File: src/design/ctq_pkg.sv
package ctq_pkg;

    localparam logic [1:0] MODE_BEGIN = 2'd0;
    localparam logic [1:0] MODE_BYTE  = 2'd1;
    localparam logic [1:0] MODE_DONE  = 2'd2;
    localparam logic [1:0] MODE_FAIL  = 2'd3;

    typedef struct packed {
        logic [1:0]  mode;
        logic [13:0] message_length;
        logic [7:0]  data_byte;
    } t_in_word;

    typedef struct packed {
        logic        byte_valid;
        logic [7:0]  tx_byte;
        logic        chunk_last;
        logic        begin_accepted;
        logic        idle;
        logic [31:0] dropped_total;
        logic [31:0] error_total;
    } t_out_word;

    typedef enum logic [1:0] {
        ST_IDLE,
        ST_CHECK,
        ST_LEN,
        ST_EMIT
    } t_state;

    typedef struct packed {
        logic item_accept;
        logic status_load;
        logic emit_start;
        logic len_latch;
        logic emit_step;
    } t_ctl_cmd;

    typedef struct packed {
        logic emit_needed;
        logic emit_last;
    } t_dp_status;

endpackage

File: src/design/ctq_ctrl.sv
module ctq_ctrl (
    input  logic                i_clk,
    input  logic                i_rst_n,
    input  logic                i_start,
    input  ctq_pkg::t_dp_status i_status,
    output ctq_pkg::t_ctl_cmd   o_cmd,
    output logic                o_busy
);

    ctq_pkg::t_state r_state;
    ctq_pkg::t_state n_state;

    always_ff @(posedge i_clk) begin
        if (!i_rst_n) begin
            r_state <= ctq_pkg::ST_IDLE;
        end else begin
            r_state <= n_state;
        end
    end

    always_comb begin
        n_state = r_state;
        o_cmd   = '0;
        o_busy  = 1'b1;
        case (r_state)
            ctq_pkg::ST_IDLE: begin
                o_busy = 1'b0;
                if (i_start) begin
                    o_cmd.item_accept = 1'b1;
                    n_state = ctq_pkg::ST_CHECK;
                end
            end
            ctq_pkg::ST_CHECK: begin
                if (i_status.emit_needed) begin
                    o_cmd.emit_start = 1'b1;
                    n_state = ctq_pkg::ST_LEN;
                end else begin
                    o_cmd.status_load = 1'b1;
                    n_state = ctq_pkg::ST_IDLE;
                end
            end
            ctq_pkg::ST_LEN: begin
                o_cmd.len_latch = 1'b1;
                n_state = ctq_pkg::ST_EMIT;
            end
            ctq_pkg::ST_EMIT: begin
                o_cmd.emit_step = 1'b1;
                if (i_status.emit_last) begin
                    n_state = ctq_pkg::ST_IDLE;
                end
            end
            default: begin
                n_state = ctq_pkg::ST_IDLE;
            end
        endcase
    end

endmodule

File: config.mk
export PLATFORM = sky130hd
export DESIGN_NAME = ctq_ctrl
export DESIGN_NICKNAME = d
export VERILOG_FILES = /design/src/design/ctq_pkg.sv /design/src/design/ctq_ctrl.sv
export SDC_FILE = /design/constraint.sdc
export NUM_CORES = 1
export LEC_CHECK = 0
export BUFFER_PORTS_ARGS = -buffer_cell sky130_fd_sc_hd__buf_2
export CAP_MARGIN = 30
export CORE_AREA = 4 4 41 43
export DETAILED_ROUTE_END_ITERATION = 7
export DIE_AREA = 0 0 45 47
export PLACE_DENSITY = 0.39
export SYNTH_ARGS = -nofsm -noshare
export SYNTH_HDL_FRONTEND = slang
export SYNTH_SLANG_ARGS = --single-unit
File: constraint.sdc
create_clock -name i_clk -period 0.97 [get_ports i_clk]
set_input_delay 0.194 -clock i_clk [delete_from_list [all_inputs] [get_ports i_clk]]
set_output_delay 0.194 -clock i_clk [all_outputs]
set_load 0.01 [all_outputs]
==> flow_metrics.tcl, run 1 <==
set metrics [dict create \
    root_buffer "clkbuf_4" \
    failed_checks "setup timing" \
    slew_headroom_pct 89.5 \
    yosysWarnings 0 \
    grt_pass1_vias 144 \
    antenna_found_initial 0 \
    hp-class "in -> reg" \
    synth_fa_ha_area_share_pct 0 \
    path_clk_slew_ps 30 \
    status "finished with violations" \
    synthCells 14 \
    internal_power_w 0.000272 \
    setup_viol 6 \
    syn-num-nets 19 \
    period_share_pct 123 \
    worst_setup_path_end_kind "primary output" \
    start_util_pct 9.23 \
    post_drt_via_cell_ratio 3.38 \
    setup_slack_ps -221 \
    grt.overflow.total 0 \
    power.density_nw_per_um2 1460 \
    numCtsBuffers 3 \
    ios 11 \
    synth_compound_area_share_pct 25.0 \
    drt_pass1_iterations 4 \
    hold_depth 2 \
    power_frac_clock_pct 51.7 \
    tightest_slew_ps 157 \
    ff2ff_path_depth 3 \
    num_vias 152 \
    min_period_ps 1190 \
    synth_xor_area_share_pct 0 \
    synth_top_family_by_area "simple AND/OR/NAND/NOR gates" \
    std_cell_rows 13 \
    drtAntennaViolNets 0 \
    syn_area_um2 120 \
    die_h_um 47 \
    switchingPower_w 0.0000898 \
    total_power_w 0.000362 \
    htreeDepth 1 \
    core_area_um2 1300 \
    drive_above_1_share_pct 66.7 \
    cts_tree "done" \
    clockBufferDepth 2 \
    routedWlPerCell_um 8.67 \
    syn_area_per_cell_um2 8.58 \
    critical_path.startpoint_type "flop" \
    worstPathMaxFanout 5 \
    grt_max_degree 8 \
    clock-sinks 2 \
    power_frac_comb_pct 21.1 \
    port_buffers 10 \
    crit_type "reg -> out" \
    area_delta_synth_final_pct 106 \
    leakage_nw 0.133 \
    die_area_um2 2120 \
    p_seq_share_pct 27.2 \
    clock_latency_ps 230 \
    holdWs_ps 191 \
    synthSimpleGateAreaFrac_pct 38.5 \
    fmax_ghz 0.839 \
    cp.required_ps 780 \
    final_core_util_pct 19.0 \
    die_w_um 45 \
    diodes 0 \
    synth_cell_types 13 \
    clock_skew_ps 5.08 \
    netSwitchingFraction_pct 24.8 \
    hold_viol 0 \
    ys_seq_elements 2 \
    rsz0062_at_grt "yes" \
    setup_tns_ps -1000 \
    yosysSeqAreaShare_pct 33.3 \
    drt-initial-drc-count 1 \
    ir_worst_vdd_mv 0.488 \
    grt_pass1_wl_um 621 \
    finalNetCount 37 \
    routed_wl_um 390 \
    arrival_ps 1000 \
    maxCapViolCount 0 \
    report.final.slew_viol_count 0 \
    gp_congestion 0.595 \
    drc 0 \
    synthMuxAreaShare_pct 0 \
    grt_usage_pct 4.73 \
]
[worst paths after layout]
path	from	to	slack, ps
max	r_state[0]$_SDFFE_PN0P_	o_cmd[4]	-220
min reg2reg	r_state[0]$_SDFFE_PN0P_	r_state[0]$_SDFFE_PN0P_	560
min	i_rst_n	flop	190
max reg2reg	flop	flop	110
[worst max-delay path: stages, from the launching register on]
cell and delay [ps]:
dfxtp_2 320, or2_1 230, nor2_1 80, buf_2 130
[power by group through the flow]
stage	registers (W)	logic, W	clock network [W]
2_1_floorplan	0.0000964	0.0000331	0
3_3_place_gp	0.0000991	0.0000703	0
3_5_place_dp	0.0000983	0.0000699	0
4_1_cts	0.0000985	0.0000780	0.000199
5_1_grt	0.0000997	0.0000844	0.000218
6_report	0.0000984	0.0000764	0.000187
[synth_stat cells, drive strengths merged]
| cell type | instances | share of area [%] |
|---|---|---|
| a21boi | 2 | 13 |
| and2 | 1 | 6.3 |
| and3b | 1 | 7.3 |
| dfxtp | 2 | 33 |
| inv | 1 | 3.1 |
| nand2b | 1 | 5.2 |
| nor2 | 1 | 3.1 |
| nor2b | 1 | 5.2 |
| nor3b | 1 | 6.3 |
| o21a | 1 | 6.3 |
| o21bai | 1 | 6.3 |
| or2 | 1 | 5.2 |
[metrics by stage]
step | cells | area, µm² | setup slack [ps]
global placement | 41 | 204 | -18.3
global route | 45 | 248 | -280
detailed placement | 41 | 204 | -19.8
CTS | 45 | 248 | -245
finish | 45 | 248 | -221
floorplan | 14 | 120 | 1.65
[placed cells by master, fill, tap and decap left out]
cell	Yosys	routed
a21boi_1	1	1
nor2_1	1	1
inv_1	1	1
buf_2	0	9
nand2b_1	1	1
nor2b_1	1	1
a21boi_0	1	1
and2_2	1	1
o21bai_1	1	1
clkbuf_4	0	3
or2_1	1	1
buf_6	0	1
buf_4	0	3
and3b_1	1	1
dfxtp_2	0	2
o21a_1	1	1
nor3b_2	0	1
[routing by layer]
metal / wire length [µm] / global-route usage, % / part of all wire, %
met1: 190 / 4.51 / 49
met5: 0 / 0 / 0
met3: 81 / 6.90 / 21
met4: 4 / 1.75 / 1.0
met2: 113 / 5.37 / 29
[cells by family (layout without fill, tap and decap cells)]
family,Yosys count,in the layout
buffers and inverters,1,17
DFF,2,2
AOI/OAI and AO/OA,4,4
and+or+nand+nor,7,7
[cell type report]
type,instances,area [µm²]
timing repair buffer,13,78.8
sequential,2,42.5
clock buffer,3,22.5
multi-input combinational,11,81.3
tap,15,18.8
fill,157,1050
inverter,1,3.75
[timing repair]
item,4_1_cts,5_1_grt
cloned,0,0
gates resized for setup,4,0
setup endpoints to repair,6,6
hold buffers,0,0
setup buffers,1,0
pin swaps,0,0
Note: power is estimated with default switching activity, not from simulation.
==> inputs of run 2 (changes only) <==
--- a/config.mk
+++ b/config.mk
@@ -10,7 +10,8 @@
 export CORE_AREA = 4 4 41 43
 export DETAILED_ROUTE_END_ITERATION = 7
 export DIE_AREA = 0 0 45 47
-export PLACE_DENSITY = 0.39
+export MAX_ROUTING_LAYER = met4
+export PLACE_DENSITY = 0.3
 export SYNTH_ARGS = -nofsm -noshare
 export SYNTH_HDL_FRONTEND = slang
 export SYNTH_SLANG_ARGS = --single-unit
==> run 2 against run 1 <==
Effect of this change:
- the flow still finishes with violations (setup timing)
- non-clock buffer count up 5
- fmax hardly changed
- sequential power decreased by 4.8%
- hold slack improved by 4.6 ps
- clock power barely moved
- first-iteration DRC count is 100% lower
- total power increased by 4.5%
- clock skew decreased by 0.51 ps
- utilization increased by 3.4 points
- die area unchanged
- combinational power rose by 30%
- cell area increased by 18%
- critical path type unchanged
- highest routed layer is now met3
==> flow_metrics.tcl, run 2 (synthesis gave the netlist of run 1 again) <==
set metrics [dict create \
    die_h_um 47 \
    cp.required_ps 780 \
    drt_pass1_iterations 1 \
    cp.depth 3 \
    status "finished with violations" \
    hp-class "in -> reg" \
    hold_viol 0 \
    die_area_um2 2120 \
    leakage_nw 0.160 \
    area_delta_synth_final_pct 143 \
    drive_above_1_share_pct 71.4 \
    grt_usage_pct 5.45 \
    holdBufCountCts 0 \
    path_cells "or2_1 > nor2_1 > buf_2" \
    slew_headroom_pct 89.8 \
    std_cell_rows 13 \
    cts_tree "done" \
    numCtsBuffers 3 \
    power.density_nw_per_um2 1300 \
    report.final.slew_viol_count 0 \
    tightest_slew_ps 152 \
    path_clk_slew_ps 30 \
    final_cell_area_um2 292 \
    routedWlPerCell_um 9.46 \
    routed_wl_um 473 \
    hold_depth 2 \
    ir_worst_vdd_mv 0.442 \
    grt_max_degree 7 \
    drc 0 \
    post_drt_via_cell_ratio 3.50 \
    num_vias 175 \
    setup_slack_ps -221 \
    htreeDepth 1 \
    final_core_util_pct 22.4 \
    die_w_um 45 \
    fillers 160 \
    dp_cells 40 \
    worst_setup_path_end_kind "primary output" \
    antenna_found_initial 0 \
    mostFrequentLayoutCells "9 x buf_2, 8 x buf_4, 3 x clkbuf_4, 2 x dfxtp_4" \
    finalNetCount 42 \
    min_period_ps 1190 \
    maxCapViolCount 0 \
    setup_viol 7 \
    fmax_ghz 0.840 \
    layout_commonest_cell "buf_2" \
    clock_latency_ps 230 \
    rsz0062_at_grt "yes" \
    fin_cells 50 \
    critPathMaxStageDelay_ps 330 \
    critical_path.startpoint_type "flop" \
    root_buffer "clkbuf_4" \
    drt-initial-drc-count 0 \
    failed_checks "setup timing" \
    start_util_pct 9.23 \
    clockBufferDepth 2 \
    drtAntennaViolNets 0 \
    ff2ff_path_depth 4 \
    grt_pass1_wl_um 724 \
    ios 11 \
    grt.overflow.total 0 \
    clock_skew_ps 4.57 \
    cp.buffers_inverters 1 \
    period_share_pct 123 \
    critPathSlowestCell "dfxtp_4" \
    gp_congestion 0.613 \
    placed_area_um2 196 \
    arrival_ps 1000 \
    worstPathMaxFanout 3 \
    diodes 0 \
    port_buffers 10 \
    crit_type "reg -> out" \
    clock-sinks 2 \
    cp_top_family "flip-flops" \
    grt_pass1_vias 188 \
    core_area_um2 1300 \
]
[run 2: cell count changes in the layout (fill, tap and decap cells not counted), sizes merged]
cell,before,now
buf,13,18
[run 2: area by class of cell]
type | count | area, µm² | share of cell area, %
sequential | 2 | 47.5 | 16.3
inverter | 1 | 3.75 | 1.29
timing repair buffer | 18 | 116 | 39.9
tap | 15 | 18.8 | 6.44
clock buffer | 3 | 22.5 | 7.73
multi-input combinational | 11 | 82.6 | 28.3
[run 2: through the flow]
step	hold slack (ps)	setup slack, ps	total power [W]	setup TNS [ps]
final	196	-221	0.000378	-1190
after global routing	205	-311	0.000416	-1550
after floorplan	312	1.65	0.000129	0
after detailed placement	420	-21.6	0.000163	-21.6
after CTS	184	-238	0.000374	-1030
after global placement	417	-3.49	0.000162	-3.49
[run 2: repair_timing]
action,in CTS,in global routing
endpoints found under the setup margin,6,8
pin swaps,1,3
gates resized for setup,7,0
setup buffers,3,4
[run 2: worst paths after layout]
kind                                               from                      end  slack (ps)
worst min-delay path                            i_rst_n                     flop         200
worst min register to register                     flop  r_state[0]$_SDFFE_PN0P_         670
worst max-delay path            r_state[0]$_SDFFE_PN0P_                 o_cmd[4]        -220
worst max register to register  r_state[0]$_SDFFE_PN0P_                     flop         -60
[run 2: power by group]
| group | switching (W) | internal [W] | leakage, nW | total (W) |
|---|---|---|---|---|
| clock network | 0.0000484 | 0.000137 | 0.0138 | 0.000185 |
| logic | 0.0000392 | 0.0000604 | 0.129 | 0.0000996 |
| registers | 0.00000572 | 0.0000880 | 0.0178 | 0.0000937 |
| total | 0.0000933 | 0.000285 | 0.160 | 0.000378 |
[run 2: per-layer routing]
| layer | part of all wire [%] | global-route usage, % |
|---|---|---|
| met3 | 12 | 4.60 |
| met4 | 0 | 3.51 |
| met1 | 52 | 5.87 |
| met2 | 36 | 6.50 |
| met5 | 0 | - |
==> inputs of run 3 (changes only) <==
--- a/config.mk
+++ b/config.mk
@@ -11,7 +11,7 @@
 export DETAILED_ROUTE_END_ITERATION = 7
 export DIE_AREA = 0 0 45 47
 export MAX_ROUTING_LAYER = met4
-export PLACE_DENSITY = 0.3
+export PLACE_DENSITY_LB_ADDON = 0.2
 export SYNTH_ARGS = -nofsm -noshare
 export SYNTH_HDL_FRONTEND = slang
 export SYNTH_SLANG_ARGS = --single-unit
==> run 3 against run 2 <==
Effect of this change:
- the flow still finishes with violations (setup timing)
- final cell count fell by 14%
- sequential power rose by 5.4%
- cell area fell by 24%
- flip-flop and latch count did not move
- total power fell by 8.7%
- register-to-register slack improved by 180 ps
- routed wire length fell by 23%
- die area did not move
- hold slack got worse by 6.5 ps
- combinational power fell by 37%
- global-route usage fell by 0.97 points
==> flow_metrics.tcl, run 3 (synthesis gave the netlist of run 1 again) <==
set metrics [dict create \
    status "finished with violations" \
    failed_checks "setup timing" \
    tightest_slew_ps 164 \
    drt-initial-drc-count 1 \
    drc 0 \
    cp.required_ps 780 \
    arrival_ps 990 \
    worst_setup_path_end_kind "primary output" \
    crit_type "reg -> out" \
    total_power_w 0.000345 \
    routed_wl_um 366 \
    period_share_pct 123 \
    holdWs_ps 189 \
    hold_depth 2 \
    switchingPower_w 0.0000832 \
    dp_cells 40 \
    p_seq_share_pct 28.6 \
    cp.buffers_inverters 1 \
    htreeDepth 1 \
    fin_cells 43 \
    core_area_um2 1300 \
    holdBufCountCts 0 \
    num_vias 144 \
    numCtsBuffers 3 \
    setup_viol 6 \
    critPathSlowestCell "dfxtp_2" \
    wl_met1_um 169 \
    netSwitchingFraction_pct 24.1 \
    power.density_nw_per_um2 1560 \
    fmax_ghz 0.841 \
    drt_pass1_iterations 2 \
    slew_headroom_pct 89.0 \
    leakage_nw 0.119 \
    hold_start "i_rst_n" \
    drtAntennaViolNets 0 \
    power_frac_comb_pct 18.3 \
    area_delta_synth_final_pct 84.4 \
    gp_congestion 0.644 \
    cp_top_family "flip-flops" \
    clockBufferDepth 2 \
    std_cell_rows 13 \
    wl_met2_um 133 \
    diodes 0 \
    routedWlPerCell_um 8.51 \
    grt.overflow.total 0 \
    internal_power_w 0.000262 \
    die_h_um 47 \
    post_drt_via_cell_ratio 3.35 \
    ios 11 \
    hold_viol 0 \
    routed.top_layer "met3" \
    finalNetCount 35 \
    root_buffer "clkbuf_4" \
    critPathMaxStageDelay_ps 330 \
    layout_commonest_cell "buf_2" \
    clock_skew_ps 1.56 \
    die_w_um 45 \
    rrSetupSlack_ps 120 \
    hpwl_um 277 \
    port_buffers 10 \
    clock_latency_ps 220 \
    clock-sinks 2 \
    grt_usage_pct 4.48 \
    grt_max_degree 8 \
    start_util_pct 9.23 \
    drive_above_1_share_pct 60.7 \
    ff2ff_path_depth 3 \
    critical_path.startpoint_type "flop" \
    wl_met3_um 63 \
    maxCapViolCount 0 \
    report.final.slew_viol_count 0 \
    placed_area_um2 196 \
    grt_pass1_wl_um 558 \
    rsz0062_at_grt "yes" \
    final_cell_area_um2 221 \
    path_clk_slew_ps 30 \
    grt_pass1_vias 139 \
    min_period_ps 1190 \
    power_frac_clock_pct 53.1 \
    setup_slack_ps -219 \
    hp-class "in -> reg" \
    mostFrequentLayoutCells "10 x buf_2, 3 x clkbuf_4, 2 x dfxtp_2" \
    fillers 162 \
    die_area_um2 2120 \
    ir_worst_vdd_mv 0.457 \
    worstPathMaxFanout 7 \
    path_cells "or2_1 > nor2_1 > buf_2" \
    dp_slack_ps -14.8 \
    antenna_found_initial 0 \
    cts_tree "done" \
]
## run 3: timing repair
action,4_1_cts,5_1_grt
endpoints found under the setup margin,6,6
gates resized for setup,2,0
pin swaps,1,0
buffers inserted,0,0
## run 3: layout make-up
class / instances / area, µm² / area share [%]
Timing Repair Buffer: 11 / 57.6 / 26.0
Inverter: 1 / 3.75 / 1.69
Tap cell: 15 / 18.8 / 8.47
Sequential cell: 2 / 42.5 / 19.2
Multi-Input combinational cell: 11 / 76.3 / 34.5
Clock buffer: 3 / 22.5 / 10.2
## run 3: worst max path at each step
stage	end	slack, ps	cells past startpoint
after floorplan	o_cmd[4]	2	2
after global placement	o_cmd[4]	5	3
after detailed placement	o_cmd[4]	-10	3
after CTS	o_cmd[4]	-240	3
after global routing	o_cmd[4]	-290	3
final	o_cmd[4]	-220	3
## run 3: per-stage QoR
step	util, %	setup TNS (ps)
after floorplan	-	0
after global placement	15.1	0
after detailed placement	15.1	-14.8
after CTS	17.0	-972
after global routing	17.0	-1200
final	17.0	-834
## run 3: power groups by stage
stage                     clock network, W  registers, W  logic (W)
after floorplan                          0     0.0000964  0.0000331
after global placement                   0     0.0000975  0.0000646
after detailed placement                 0     0.0000989  0.0000645
after CTS                         0.000201     0.0000990  0.0000649
after global routing              0.000201      0.000100  0.0000704
final                             0.000183     0.0000988  0.0000631
## run 3: routing by layer
metal	vias to the layer above	GRT usage (%)
li1	76	-
met4	0	7.02
met1	57	5.43
met3	0	2.30
met5	-	-
met2	11	3.67
